===== config.mk =====
export PLATFORM = sky130hd
export DESIGN_NAME = roman_numeral_encoder_flat
export DESIGN_NICKNAME = d
export VERILOG_FILES = /design/src/hdl/rne_pkg.sv /design/src/hdl/rne_if.sv /design/src/hdl/rne_front.sv /design/src/hdl/rne_queue.sv /design/src/hdl/rne_back.sv /design/src/hdl/roman_numeral_encoder.sv /design/src/flat_wrapper.sv
export SDC_FILE = /design/constraint.sdc
export NUM_CORES = 1
export LEC_CHECK = 0
export ABC_CLOCK_PERIOD_IN_PS = 5930
export BUFFER_PORTS_ARGS = -buffer_cell sky130_fd_sc_hd__buf_2
export CORE_UTILIZATION = 40
export DETAILED_ROUTE_END_ITERATION = 8
export GPL_ROUTABILITY_DRIVEN = 0
export PLACE_DENSITY = 0.6
export SYNTH_ARGS = -nofsm -noshare
export SYNTH_HDL_FRONTEND = slang
export SYNTH_SLANG_ARGS = --single-unit

===== constraint.sdc =====
create_clock -name clock -period 5.93 [get_ports clock]
set_clock_uncertainty 0.15 [all_clocks]
set_input_delay 0.593 -clock clock [delete_from_list [all_inputs] [get_ports clock]]
set_output_delay 0.593 -clock clock [all_outputs]
set_load 0.05 [all_outputs]

===== src/hdl/rne_pkg.sv =====
// ----------------------------------------------------------------------------
// rne_pkg: shared types, constants and term tables
// Widths, ASCII symbol codes and the greedy term table (weight, first and
// second letter) used by the Roman numeral encoder.
// ----------------------------------------------------------------------------
`default_nettype none

package rne_pkg;

   localparam int ValueWidth   = 12;
   localparam int LetterWidth  = 7;
   localparam int MaxValue     = 3999;
   localparam int NumTerms     = 13;
   localparam int TermIdxWidth = $clog2(NumTerms);
   localparam int QueueDepth   = 2;

   // ASCII symbol codes
   localparam logic [LetterWidth-1:0] LetterNone = 7'h00;
   localparam logic [LetterWidth-1:0] LetterI    = 7'h49;
   localparam logic [LetterWidth-1:0] LetterV    = 7'h56;
   localparam logic [LetterWidth-1:0] LetterX    = 7'h58;
   localparam logic [LetterWidth-1:0] LetterL    = 7'h4C;
   localparam logic [LetterWidth-1:0] LetterC    = 7'h43;
   localparam logic [LetterWidth-1:0] LetterD    = 7'h44;
   localparam logic [LetterWidth-1:0] LetterM    = 7'h4D;

   // Queue entry: a nonzero value, flagged when out of range
   typedef struct packed {
      logic                  err;
      logic [ValueWidth-1:0] value;
   } item_type;

   // Term table, largest weight first
   function automatic logic [ValueWidth-1:0] term_weight(input logic [TermIdxWidth-1:0] idx);
      case (idx)
         4'd0:    term_weight = 12'd1000;
         4'd1:    term_weight = 12'd900;
         4'd2:    term_weight = 12'd500;
         4'd3:    term_weight = 12'd400;
         4'd4:    term_weight = 12'd100;
         4'd5:    term_weight = 12'd90;
         4'd6:    term_weight = 12'd50;
         4'd7:    term_weight = 12'd40;
         4'd8:    term_weight = 12'd10;
         4'd9:    term_weight = 12'd9;
         4'd10:   term_weight = 12'd5;
         4'd11:   term_weight = 12'd4;
         4'd12:   term_weight = 12'd1;
         default: term_weight = 12'd1;
      endcase
   endfunction

   function automatic logic [LetterWidth-1:0] term_first(input logic [TermIdxWidth-1:0] idx);
      case (idx)
         4'd0:    term_first = LetterM;
         4'd1:    term_first = LetterC;
         4'd2:    term_first = LetterD;
         4'd3:    term_first = LetterC;
         4'd4:    term_first = LetterC;
         4'd5:    term_first = LetterX;
         4'd6:    term_first = LetterL;
         4'd7:    term_first = LetterX;
         4'd8:    term_first = LetterX;
         4'd9:    term_first = LetterI;
         4'd10:   term_first = LetterV;
         4'd11:   term_first = LetterI;
         4'd12:   term_first = LetterI;
         default: term_first = LetterI;
      endcase
   endfunction

   // LetterNone for single-symbol terms
   function automatic logic [LetterWidth-1:0] term_second(input logic [TermIdxWidth-1:0] idx);
      case (idx)
         4'd1:    term_second = LetterM;
         4'd3:    term_second = LetterD;
         4'd5:    term_second = LetterC;
         4'd7:    term_second = LetterL;
         4'd9:    term_second = LetterX;
         4'd11:   term_second = LetterV;
         default: term_second = LetterNone;
      endcase
   endfunction

endpackage

`default_nettype wire


===== src/hdl/rne_if.sv =====
// ----------------------------------------------------------------------------
// rne_if: request and response channels
// Valid/ready channels carrying the value to encode and the emitted letters.
// ----------------------------------------------------------------------------
`default_nettype none

interface rne_req_if;
   logic                           valid;
   logic                           ready;
   logic [rne_pkg::ValueWidth-1:0] value;

   modport source (output valid, output value, input ready);
   modport sink   (input valid, input value, output ready);
endinterface

interface rne_rsp_if;
   logic                            valid;
   logic                            ready;
   logic [rne_pkg::LetterWidth-1:0] letter;
   logic                            last;
   logic                            error;

   modport source (output valid, output letter, output last, output error, input ready);
   modport sink   (input valid, input letter, input last, input error, output ready);
endinterface

`default_nettype wire


===== src/hdl/rne_front.sv =====
// ----------------------------------------------------------------------------
// rne_front: request intake and classification
// Takes request beats while the queue has room, drops zero values and tags
// values above the numeral range before queuing them.
// ----------------------------------------------------------------------------
`default_nettype none

module rne_front (
   rne_req_if.sink            req_bus,
   input  wire logic          queue_full,
   output logic               push,
   output rne_pkg::item_type  push_item
);

   logic is_zero;

   assign is_zero             = (req_bus.value == '0);
   assign req_bus.ready       = !queue_full;
   assign push                = req_bus.valid && !queue_full && !is_zero;
   assign push_item.value     = req_bus.value;
   assign push_item.err       = (req_bus.value > rne_pkg::ValueWidth'(rne_pkg::MaxValue));

endmodule

`default_nettype wire


===== src/hdl/rne_queue.sv =====
// ----------------------------------------------------------------------------
// rne_queue: classified item queue
// Small FIFO between intake and letter emission.
// ----------------------------------------------------------------------------
`default_nettype none

module rne_queue #(
   parameter int Depth = rne_pkg::QueueDepth
) (
   input  wire logic              clock,
   input  wire logic              reset,
   input  wire logic              push,
   input  rne_pkg::item_type      push_item,
   output logic                   full,
   input  wire logic              pop,
   output rne_pkg::item_type      pop_item,
   output logic                   empty
);

   localparam int PtrWidth   = $clog2(Depth);
   localparam int CountWidth = $clog2(Depth + 1);

   rne_pkg::item_type     entry_ff [Depth];
   logic [PtrWidth-1:0]   wr_ptr_ff, wr_ptr_in;
   logic [PtrWidth-1:0]   rd_ptr_ff, rd_ptr_in;
   logic [CountWidth-1:0] count_ff, count_in;
   logic                  do_push, do_pop;

   assign full     = (count_ff == CountWidth'(Depth));
   assign empty    = (count_ff == '0);
   assign do_push  = push && !full;
   assign do_pop   = pop && !empty;
   assign pop_item = entry_ff[rd_ptr_ff];

   always_comb begin
      wr_ptr_in = wr_ptr_ff;
      rd_ptr_in = rd_ptr_ff;
      count_in  = count_ff;
      if (do_push) begin
         wr_ptr_in = (wr_ptr_ff == PtrWidth'(Depth - 1)) ? '0 : wr_ptr_ff + 1'b1;
      end
      if (do_pop) begin
         rd_ptr_in = (rd_ptr_ff == PtrWidth'(Depth - 1)) ? '0 : rd_ptr_ff + 1'b1;
      end
      if (do_push && !do_pop) begin
         count_in = count_ff + 1'b1;
      end else if (do_pop && !do_push) begin
         count_in = count_ff - 1'b1;
      end
   end

   always_ff @(posedge clock) begin
      if (reset) begin
         wr_ptr_ff <= '0;
         rd_ptr_ff <= '0;
         count_ff  <= '0;
      end else begin
         wr_ptr_ff <= wr_ptr_in;
         rd_ptr_ff <= rd_ptr_in;
         count_ff  <= count_in;
      end
   end

   always_ff @(posedge clock) begin
      if (do_push) begin
         entry_ff[wr_ptr_ff] <= push_item;
      end
   end

   // occupancy never exceeds the depth
   a_count_bound: assert property (@(posedge clock) disable iff (reset)
      count_ff <= CountWidth'(Depth))
      else $error("queue occupancy above depth");

endmodule

`default_nettype wire


===== src/hdl/rne_back.sv =====
// ----------------------------------------------------------------------------
// rne_back: letter emitter
// Pops one item, then emits one letter per cycle while the registered
// response stage is free, by greedy subtraction of the largest fitting term.
// ----------------------------------------------------------------------------
`default_nettype none

module rne_back (
   input  wire logic          clock,
   input  wire logic          reset,
   input  wire logic          queue_empty,
   input  rne_pkg::item_type  pop_item,
   output logic               pop,
   rne_rsp_if.source          rsp_bus
);

   localparam int TW = rne_pkg::TermIdxWidth;
   localparam int VW = rne_pkg::ValueWidth;
   localparam int LW = rne_pkg::LetterWidth;

   logic          busy_ff, busy_in;
   logic          err_ff, err_in;
   logic          second_ff, second_in;
   logic [TW-1:0] term_ff, term_in;
   logic [VW-1:0] rest_ff, rest_in;

   logic          rsp_valid_ff, rsp_valid_in;
   logic [LW-1:0] letter_ff, letter_in;
   logic          last_ff, last_in;
   logic          error_ff, error_in;

   logic          out_free, emit;
   logic [TW-1:0] pick;
   logic [TW-1:0] cur_term;
   logic [VW-1:0] rest_after;

   assign out_free = !rsp_valid_ff || rsp_bus.ready;
   assign emit     = busy_ff && out_free;
   assign pop      = !busy_ff && !queue_empty;

   // largest term not above the remainder
   always_comb begin
      pick = TW'(rne_pkg::NumTerms - 1);
      for (int i = rne_pkg::NumTerms - 1; i >= 0; i--) begin
         if (rest_ff >= rne_pkg::term_weight(TW'(i))) begin
            pick = TW'(i);
         end
      end
   end

   assign cur_term   = second_ff ? term_ff : pick;
   assign rest_after = rest_ff - rne_pkg::term_weight(cur_term);

   always_comb begin
      busy_in      = busy_ff;
      err_in       = err_ff;
      second_in    = second_ff;
      term_in      = term_ff;
      rest_in      = rest_ff;
      rsp_valid_in = rsp_valid_ff && !rsp_bus.ready;
      letter_in    = letter_ff;
      last_in      = last_ff;
      error_in     = error_ff;
      if (pop) begin
         busy_in   = 1'b1;
         err_in    = pop_item.err;
         second_in = 1'b0;
         rest_in   = pop_item.value;
      end else if (emit) begin
         rsp_valid_in = 1'b1;
         if (err_ff) begin
            letter_in = rne_pkg::LetterNone;
            last_in   = 1'b1;
            error_in  = 1'b1;
            busy_in   = 1'b0;
         end else if (second_ff) begin
            letter_in = rne_pkg::term_second(term_ff);
            last_in   = (rest_after == '0);
            error_in  = 1'b0;
            second_in = 1'b0;
            rest_in   = rest_after;
            busy_in   = (rest_after != '0);
         end else if (rne_pkg::term_second(pick) != rne_pkg::LetterNone) begin
            // subtractive pair: first letter now, second on the following emit
            letter_in = rne_pkg::term_first(pick);
            last_in   = 1'b0;
            error_in  = 1'b0;
            second_in = 1'b1;
            term_in   = pick;
         end else begin
            letter_in = rne_pkg::term_first(pick);
            last_in   = (rest_after == '0);
            error_in  = 1'b0;
            rest_in   = rest_after;
            busy_in   = (rest_after != '0);
         end
      end
   end

   always_ff @(posedge clock) begin
      if (reset) begin
         busy_ff      <= 1'b0;
         second_ff    <= 1'b0;
         rsp_valid_ff <= 1'b0;
      end else begin
         busy_ff      <= busy_in;
         second_ff    <= second_in;
         rsp_valid_ff <= rsp_valid_in;
      end
   end

   always_ff @(posedge clock) begin
      err_ff    <= err_in;
      term_ff   <= term_in;
      rest_ff   <= rest_in;
      letter_ff <= letter_in;
      last_ff   <= last_in;
      error_ff  <= error_in;
   end

   assign rsp_bus.valid  = rsp_valid_ff;
   assign rsp_bus.letter = letter_ff;
   assign rsp_bus.last   = last_ff;
   assign rsp_bus.error  = error_ff;

   a_error_beat: assert property (@(posedge clock) disable iff (reset)
      rsp_valid_ff && error_ff |-> last_ff && (letter_ff == rne_pkg::LetterNone))
      else $error("error beat not a lone last beat");

   a_second_busy: assert property (@(posedge clock) disable iff (reset)
      second_ff |-> busy_ff && !err_ff)
      else $error("pending second letter while idle");

   a_last_ends: assert property (@(posedge clock) disable iff (reset)
      emit && last_in |=> !busy_ff)
      else $error("emitter still busy after last letter");

   a_no_pop_busy: assert property (@(posedge clock) disable iff (reset)
      pop |=> busy_ff)
      else $error("popped item not taken up");

endmodule

`default_nettype wire


===== src/hdl/roman_numeral_encoder.sv =====
// ----------------------------------------------------------------------------
// roman_numeral_encoder: integer to Roman numeral, one letter per beat
// Front intake, item queue and letter emitter.
// ----------------------------------------------------------------------------
// Each request beat carries a 12-bit value; the block answers with its Roman
// numeral in standard form as a run of response beats, one 7-bit ASCII
// letter (M D C L X V I) per beat, the final one flagged by last. Only the
// subtractive pairs IV IX XL XC CD CM are used, so 99 gives XCIX and 3888
// gives the longest run, fifteen beats. A value of 0 produces no beats at
// all. Values 4000 to 4095 produce one beat with letter 0, last and error
// set. Timing: the emitter takes an item from the queue, then emits one
// letter per cycle while the response side does not stall; it takes no
// new item before the last letter of the current one is emitted. The
// one-letter-per-cycle emitter sets the sustained rate. The queue lets
// requests keep arriving while a numeral is being emitted, and a
// registered response stage lets the emitter pick up the next item while
// the previous last beat waits.
// ----------------------------------------------------------------------------
`default_nettype none

module roman_numeral_encoder #(
   parameter int QueueDepth = rne_pkg::QueueDepth  // item queue entries, 2 or more
) (
   input  wire logic  clock,
   input  wire logic  reset,
   rne_req_if.sink    req_bus,
   rne_rsp_if.source  rsp_bus
);

   // front -> queue
   logic              push;
   rne_pkg::item_type push_item;
   logic              queue_full;

   // queue -> back
   logic              pop;
   rne_pkg::item_type pop_item;
   logic              queue_empty;

   // Intake: zero values are accepted and dropped here, out-of-range values
   // are tagged so the emitter sends a single error beat.
   rne_front u_front (
      .req_bus    (req_bus),
      .queue_full (queue_full),
      .push       (push),
      .push_item  (push_item)
   );

   rne_queue #(
      .Depth (QueueDepth)
   ) u_queue (
      .clock     (clock),
      .reset     (reset),
      .push      (push),
      .push_item (push_item),
      .full      (queue_full),
      .pop       (pop),
      .pop_item  (pop_item),
      .empty     (queue_empty)
   );

   // Emission: greedy subtraction of the largest fitting term, one letter
   // per cycle while the response register is free, into that register.
   rne_back u_back (
      .clock       (clock),
      .reset       (reset),
      .queue_empty (queue_empty),
      .pop_item    (pop_item),
      .pop         (pop),
      .rsp_bus     (rsp_bus)
   );

endmodule

`default_nettype wire

===== src/flat_wrapper.sv =====
// flat-port wrapper written by rule: the top's interface ports become plain ports
module roman_numeral_encoder_flat 
#(
   parameter int QueueDepth = rne_pkg::QueueDepth                                  
)
  (clock, reset, req_bus_valid, req_bus_value, req_bus_ready, rsp_bus_valid, rsp_bus_letter, rsp_bus_last, rsp_bus_error, rsp_bus_ready);
  rne_req_if req_bus_i ();
  rne_rsp_if rsp_bus_i ();
  input  wire logic clock;
  input  wire logic reset;
  input wire logic [$bits(req_bus_i.valid)-1:0] req_bus_valid;
  input wire logic [$bits(req_bus_i.value)-1:0] req_bus_value;
  output wire logic [$bits(req_bus_i.ready)-1:0] req_bus_ready;
  output wire logic [$bits(rsp_bus_i.valid)-1:0] rsp_bus_valid;
  output wire logic [$bits(rsp_bus_i.letter)-1:0] rsp_bus_letter;
  output wire logic [$bits(rsp_bus_i.last)-1:0] rsp_bus_last;
  output wire logic [$bits(rsp_bus_i.error)-1:0] rsp_bus_error;
  input wire logic [$bits(rsp_bus_i.ready)-1:0] rsp_bus_ready;
  assign req_bus_i.valid = req_bus_valid;
  assign req_bus_i.value = req_bus_value;
  assign req_bus_ready = req_bus_i.ready;
  assign rsp_bus_valid = rsp_bus_i.valid;
  assign rsp_bus_letter = rsp_bus_i.letter;
  assign rsp_bus_last = rsp_bus_i.last;
  assign rsp_bus_error = rsp_bus_i.error;
  assign rsp_bus_i.ready = rsp_bus_ready;
  roman_numeral_encoder #(.QueueDepth(QueueDepth)) u_core (.clock(clock), .reset(reset), .req_bus(req_bus_i), .rsp_bus(rsp_bus_i));
endmodule

======== Yosys cells after proc, flatten, opt, wreduce, memory -nomap -nowiden ========
Memory sizes are Yosys's and may differ from the RTL's. A register that Yosys moved wholly into a read port is not among the register bits.
Cells that the tools add are included.
operators by class
  $add $sub $neg .......................... 5
  $lt $le $gt $ge ......................... 13
  equality and inequality tests ........... 16
  multiplexer cells ....................... 46
  bitwise operators ....................... 3
  reductions and logical operators ........ 31
operators by type and width
  cell                                                                 number
  case mux 7 bit (6 select lines)                                      2
  two-way mux 12 bit                                                   5
  two-way mux 4 bit                                                    12
  two-way mux 7 bit                                                    6
  greater-or-equal comparator 12 x 10 -> 1 bit, second input constant  2
  greater-or-equal comparator 12 x 3 -> 1 bit, second input constant   2
  greater-or-equal comparator 12 x 4 -> 1 bit, second input constant   2
  greater-or-equal comparator 12 x 6 -> 1 bit, second input constant   2
  greater-or-equal comparator 12 x 7 -> 1 bit, second input constant   2
  greater-or-equal comparator 12 x 9 -> 1 bit, second input constant   2
  logical NOT 12 bit                                                   2
  two-way mux 1 bit                                                    18
  equality test 4 x 3 -> 1 bit, second input constant                  4
  equality test 4 bit, second input constant                           4
  greater-than comparator 12 bit, second input constant                1
  nonzero test 12 bit                                                  1
  subtractor 12 bit                                                    1
  logical AND 1 bit                                                    9
  equality test 4 x 1 -> 1 bit, second input constant                  2
  equality test 4 x 2 -> 1 bit, second input constant                  2
  logical NOT 1 bit                                                    8
  nonzero test 7 bit                                                   1
  AND reduction 2 bit                                                  3
  AND reduction 5 bit                                                  1
  other kinds (15)                                                     20
storage, ports and cells
  flip-flop bits (word level) ............. 33
  RAM bits ................................ 26
  memory bits (read-only) ................. 320
  input bits .............................. 16
  output and inout port bits .............. 11
  word-level logic and storage cells ...... 130
  memories kept ........................... 4
memory list
  memory                   depth  width  read ports  clocked after Yosys merged registers in  wr ports  line             text
  (no name shown)          16     10     1           0                                        0         rne_pkg.sv:35    case (idx)
  (no name shown)          16     5      1           0                                        0         rne_pkg.sv:54    case (idx)
  (no name shown)          16     5      1           0                                        0         rne_pkg.sv:54
  u_core.u_queue.entry_ff  2      13     1           1                                        1         rne_queue.sv:23  rne_pkg::item_type entry_ff [Depth];

======== Depth between registers and ports, before layout ========
  depth after elaboration ................. 25
  mapped depth ............................ 18

======== Cells and area by module ========
Synthesis repeated with hierarchy kept, for this count alone.
second synthesis, totals
  cells, all modules ...................... 360
  area, all modules ....................... 3699.8 µm²
modules (own cells, without submodules)
  module     times used  cells each  area each (µm²)  seq. area each (µm²)
  rne_back   1           274         2403.6           810.8
  rne_queue  1           65          1149.9           880.8
  rne_front  1           21          146.4            0.0

======== Worst setup path before layout ========
No wires, ideal clock.
  path type ............................... reg2reg
  start ................................... register u_core.u_back.rest_ff[3]
  end ..................................... register u_core.u_back.last_ff, in the netlist u_core.u_back.rsp_bus.last (data pin)
  setup time .............................. 0.130 ns
  arrival ................................. 3.955 ns
  required time ........................... 5.650 ns
  slack ................................... 1.695 ns
  stages on the path, launching flop included .. 19
  period minus slack after synthesis ...... 4.235 ns
  cells stage by stage .................... edfxtp_1 buf_4 or3b_1 a31oi_1 o21ai_1 a21oi_2 o21ba_2 a21oi_1 ha_1 o21a_1 ha_1 fa_1 nand2b_1 a21oi_1 o22a_1 xnor2_1 o2111ai_1 nor4_1 or2_1
on the way
  cells in the longest elaborated chain, start to end .. 22
  elaborated cells between the ends (all ways) .. 42
  those cells by class .................... add/sub (1); order compare (12); eq/ne (6); mux (20); reduce/logical (2); memory (1)
ends and longest elaborated chain
  item                                                                                                  line             text
  from (decl)                                                                                           rne_back.sv:25   logic [VW-1:0] rest_ff, rest_in;
  from (signal assigned)                                                                                rne_back.sv:115  rest_ff <= rest_in;
  parallel branches: the longest is 21 deep, another holds greater-or-equal comparator 12 x 3 -> 1 bit  n/a
  two-way mux 1 bit (*)                                                                                 rne_back.sv:76   end else if (second_ff) begin
  to (signal assigned)                                                                                  rne_back.sv:117  last_ff <= last_in;
  to (decl)                                                                                             rne_back.sv:29   logic last_ff, last_in;
Every way passes the cells marked *. The select of a mux whose other input is x is not followed.
A chain may end at the register's enable or synchronous reset.

======== Final worst setup path ========
  start ................................... register u_core.u_back.rest_ff[10]
  end ..................................... register u_core.u_back.last_ff, in the netlist u_core.u_back.rsp_bus.last (data pin)
The elaborated chain is that of the path after synthesis.

==> flow_metrics.py <==
metrics = {
    "run_status": {
        "status": "finished, final reports clean",
    },
    "setup_path": {
        "critPathMaxFanout": 8,
        "crit_path_start_kind": "flop",
        "reg2reg_from": "u_core.u_back.rest_ff[10]",
        "crit_start": "u_core.u_back.rest_ff[10]",
        "cp_cell_sequence": "or3_1, a221oi_1, nand3_1, a21oi_2, o21ba_2, a21oi_1, ha_1, o21a_1, ha_1, fa_1, nand2b_1, a21oi_1, o22a_1, xnor2_1, o2111ai_1, nor4_1, or2_1",
        "cp.required_ns": 5.99,
        "critPathCaptureType": "flop",
        "worst-path-stages": 17,
        "crit_buf_inv": 0,
        "worstSetupEndpoint": "u_core.u_back.rsp_bus.last",
        "slowest_stage": "edfxtp_1",
        "worst-r2r-setup-slack_ns": 1.12,
        "cp.arrival_ns": 4.86,
        "rr_worst_depth": 17,
        "r2r-end": "u_core.u_back.rsp_bus.last",
        "critPathTopFamily": "compound AO/OA/AOI/OAI gates",
        "cp_slowest_stage_delay_ns": 0.48,
        "critical_path_class": "flop to flop",
    },
    "route": {
        "antenna_left": 0,
        "drtIter0Drc": 111,
        "wire_per_inst_microns": 15.2,
        "dr_wl_met2_microns": 3330,
        "wl_met1_microns": 3330,
        "vias_per_cell": 5.52,
        "vias": 2577,
        "route.detailed.drc": 0,
        "wl_microns": 7100,
        "met3_length_microns": 259,
        "firstDrtPassIters": 6,
        "top_layer_used": "met4",
    },
    "logic_synthesis": {
        "ys.flop_type": "edfxtp_1",
        "yosysWarningCount": 0,
        "synth_top_area_share": 0.440,
        "syn-cell-area_sq_um": 3480,
        "synth-edff-count": 51,
        "ys_types": 73,
        "ys_top_cells_by_area": "edfxtp_1, dfxtp_1, ha_1",
        "synth_commonest_cells": "edfxtp_1, a21oi_1, nor2_1",
        "ys_ff_latch": 59,
        "synth_most_common_cell": "edfxtp_1",
        "yosys.area.top_type": "edfxtp_1",
        "synth_async_sr_flop_share": 0,
        "yosysSeqAreaShare": 0.486,
        "syn-num-nets": 360,
        "syn_area_per_cell_sq_um": 10.5,
        "netlist_instances": 331,
    },
    "clock_network": {
        "clk_pin_slew_ns": 0.07,
        "cts_tree": "yes",
        "clockBufferDepth": 2,
        "cts_hold_buffers": 0,
        "numCtsBuffers": 9,
        "clkSinkCount": 59,
        "post_cts_resized": 0,
        "cts_setup_buffers": 0,
        "cts-root-buf": "clkbuf_8",
        "clk_latency_ns": 0.33,
        "h-tree-depth": 3,
    },
    "grt": {
        "gr-total-overflow": 0,
        "grt_pass1_wl_microns": 11600,
        "grt_pass1_vias": 2481,
        "grt_max_degree": 22,
        "grt_antenna_before_repair": 0,
        "grt_usage": 0.172,
    },
    "timing": {
        "worst_pin_slew_ns": 1.15,
        "hold_violations": 0,
        "rsz0062_at_grt": "no",
        "layout_min_cycle_time_ns": 4.81,
        "setup_viol_count_final": 0,
        "tns_ns": 0,
        "period_share": 0.810,
        "clock.fmax_mhz": 208,
        "finalMaxSlewViolations": 0,
        "slew_headroom": 0.230,
        "whs_ns": 0.317,
    },
    "min_path": {
        "holdCritStartpoint": "req_bus_value[4]",
        "hold_path_class": "primary input to flop",
    },
    "place": {
        "dp_hpwl_microns": 5240,
        "port_buffers": 25,
        "placed_cell_area_sq_um": 3680,
    },
    "layout": {
        "drive_gt1_frac": 0.160,
        "final_area_sq_um": 3890,
        "syn2layout_area_growth_pct": 11.6,
        "final_nets": 386,
        "n_antenna_cell": 0,
        "n_fill_cell": 805,
    },
    "floorplan": {
        "start_util": 0.418,
        "core_sq_um": 8340,
        "io_pins": 27,
        "die-area_sq_um": 9090,
        "rows": 33,
        "die_h_microns": 95.3,
        "fp.dieW_microns": 95.3,
    },
    "flow_run": {
        "drv_cap": 0,
    },
}
cells by family after synthesis:
family	share of synthesized area
other cells	0.00108
xor+xnor	0.0251
fa+ha+maj	0.0488
compound gates	0.188
simple gates	0.181
flops	0.486
buf+inv	0.0334
mux	0.0370
per-stage QoR:
step,setup slack (ns),cells,utilization
2_1_floorplan,1.70,331,-
4_1_cts,1.15,467,0.466
3_3_place_gp,1.25,451,0.441
5_1_grt,0.808,467,0.466
6_report,1.12,467,0.466
3_5_place_dp,1.17,451,0.441
worst min-delay path by stage:
stage | to | slack (ns) | cells past startpoint
4_1_cts | u_core.u_queue.entry_ff[1][2] | 0.30 | 1
3_3_place_gp | u_core.u_back.rsp_bus.valid | 0.34 | 2
2_1_floorplan | u_core.u_back.rsp_bus.valid | 0.31 | 2
5_1_grt | u_core.u_queue.entry_ff[1][4] | 0.30 | 1
6_report | u_core.u_queue.entry_ff[1][4] | 0.32 | 1
3_5_place_dp | u_core.u_back.rsp_bus.valid | 0.34 | 2
area by class of cell:
class	instances	area, sq um	area share
timing repair buffer	27	140	0.0360
tap	105	131	0.0338
inverter	11	41.3	0.0106
multi-input combinational	249	1680	0.431
sequential	59	1690	0.435
clock buffer	11	131	0.0338
clock inverter	5	77.6	0.0199
registers in the layout, summed over array words and instances, names as in the netlist, named ones only:
signal	cells
u_core.u_back.rest_ff	12
u_core.u_queue.rd_ptr_ff	1
u_core.u_back.term_ff	4
u_core.u_back.rsp_bus.error	1
u_core.u_queue.count_ff	2
u_core.u_back.rsp_bus.letter	6
u_core.u_back.rsp_bus.last	1
u_core.u_back.busy_ff	1
u_core.u_back.rsp_bus.valid	1
u_core.u_back.second_ff	1
u_core.u_queue.entry_ff	26
u_core.u_back.err_ff	1
u_core.u_queue.wr_ptr_ff	1
routing by layer:
metal / vias up / track usage
li1: 1314 / -
met1: 1195 / 0.210
met2: 52 / 0.283
met3: 16 / 0.0502
met4: 0 / 0.0745
met5: - / 0
cell usage in the layout, fill, tap and decap left out, drive strengths merged, types with 3 or more instances in the layout:
cell / count
o31ai: 3
nor4: 5
edfxtp: 51
or3: 4
nand3: 7
nand2: 20
o211ai: 5
and2: 4
o21ai: 26
clkbuf: 11
nor2: 27
or2: 6
xor2: 5
nor2b: 8
buf: 27
nand2b: 8
or3b: 3
nor3: 8
a21oi: 27
a211oi: 6
ha: 12
dfxtp: 8
xnor2: 5
o21a: 6
inv: 10
mux2i: 9
clkinv: 4
o22ai: 3
Power is left out: the tool's default activity adds up to more than one toggle a clock period on the data nets, which glitch-free logic cannot reach.
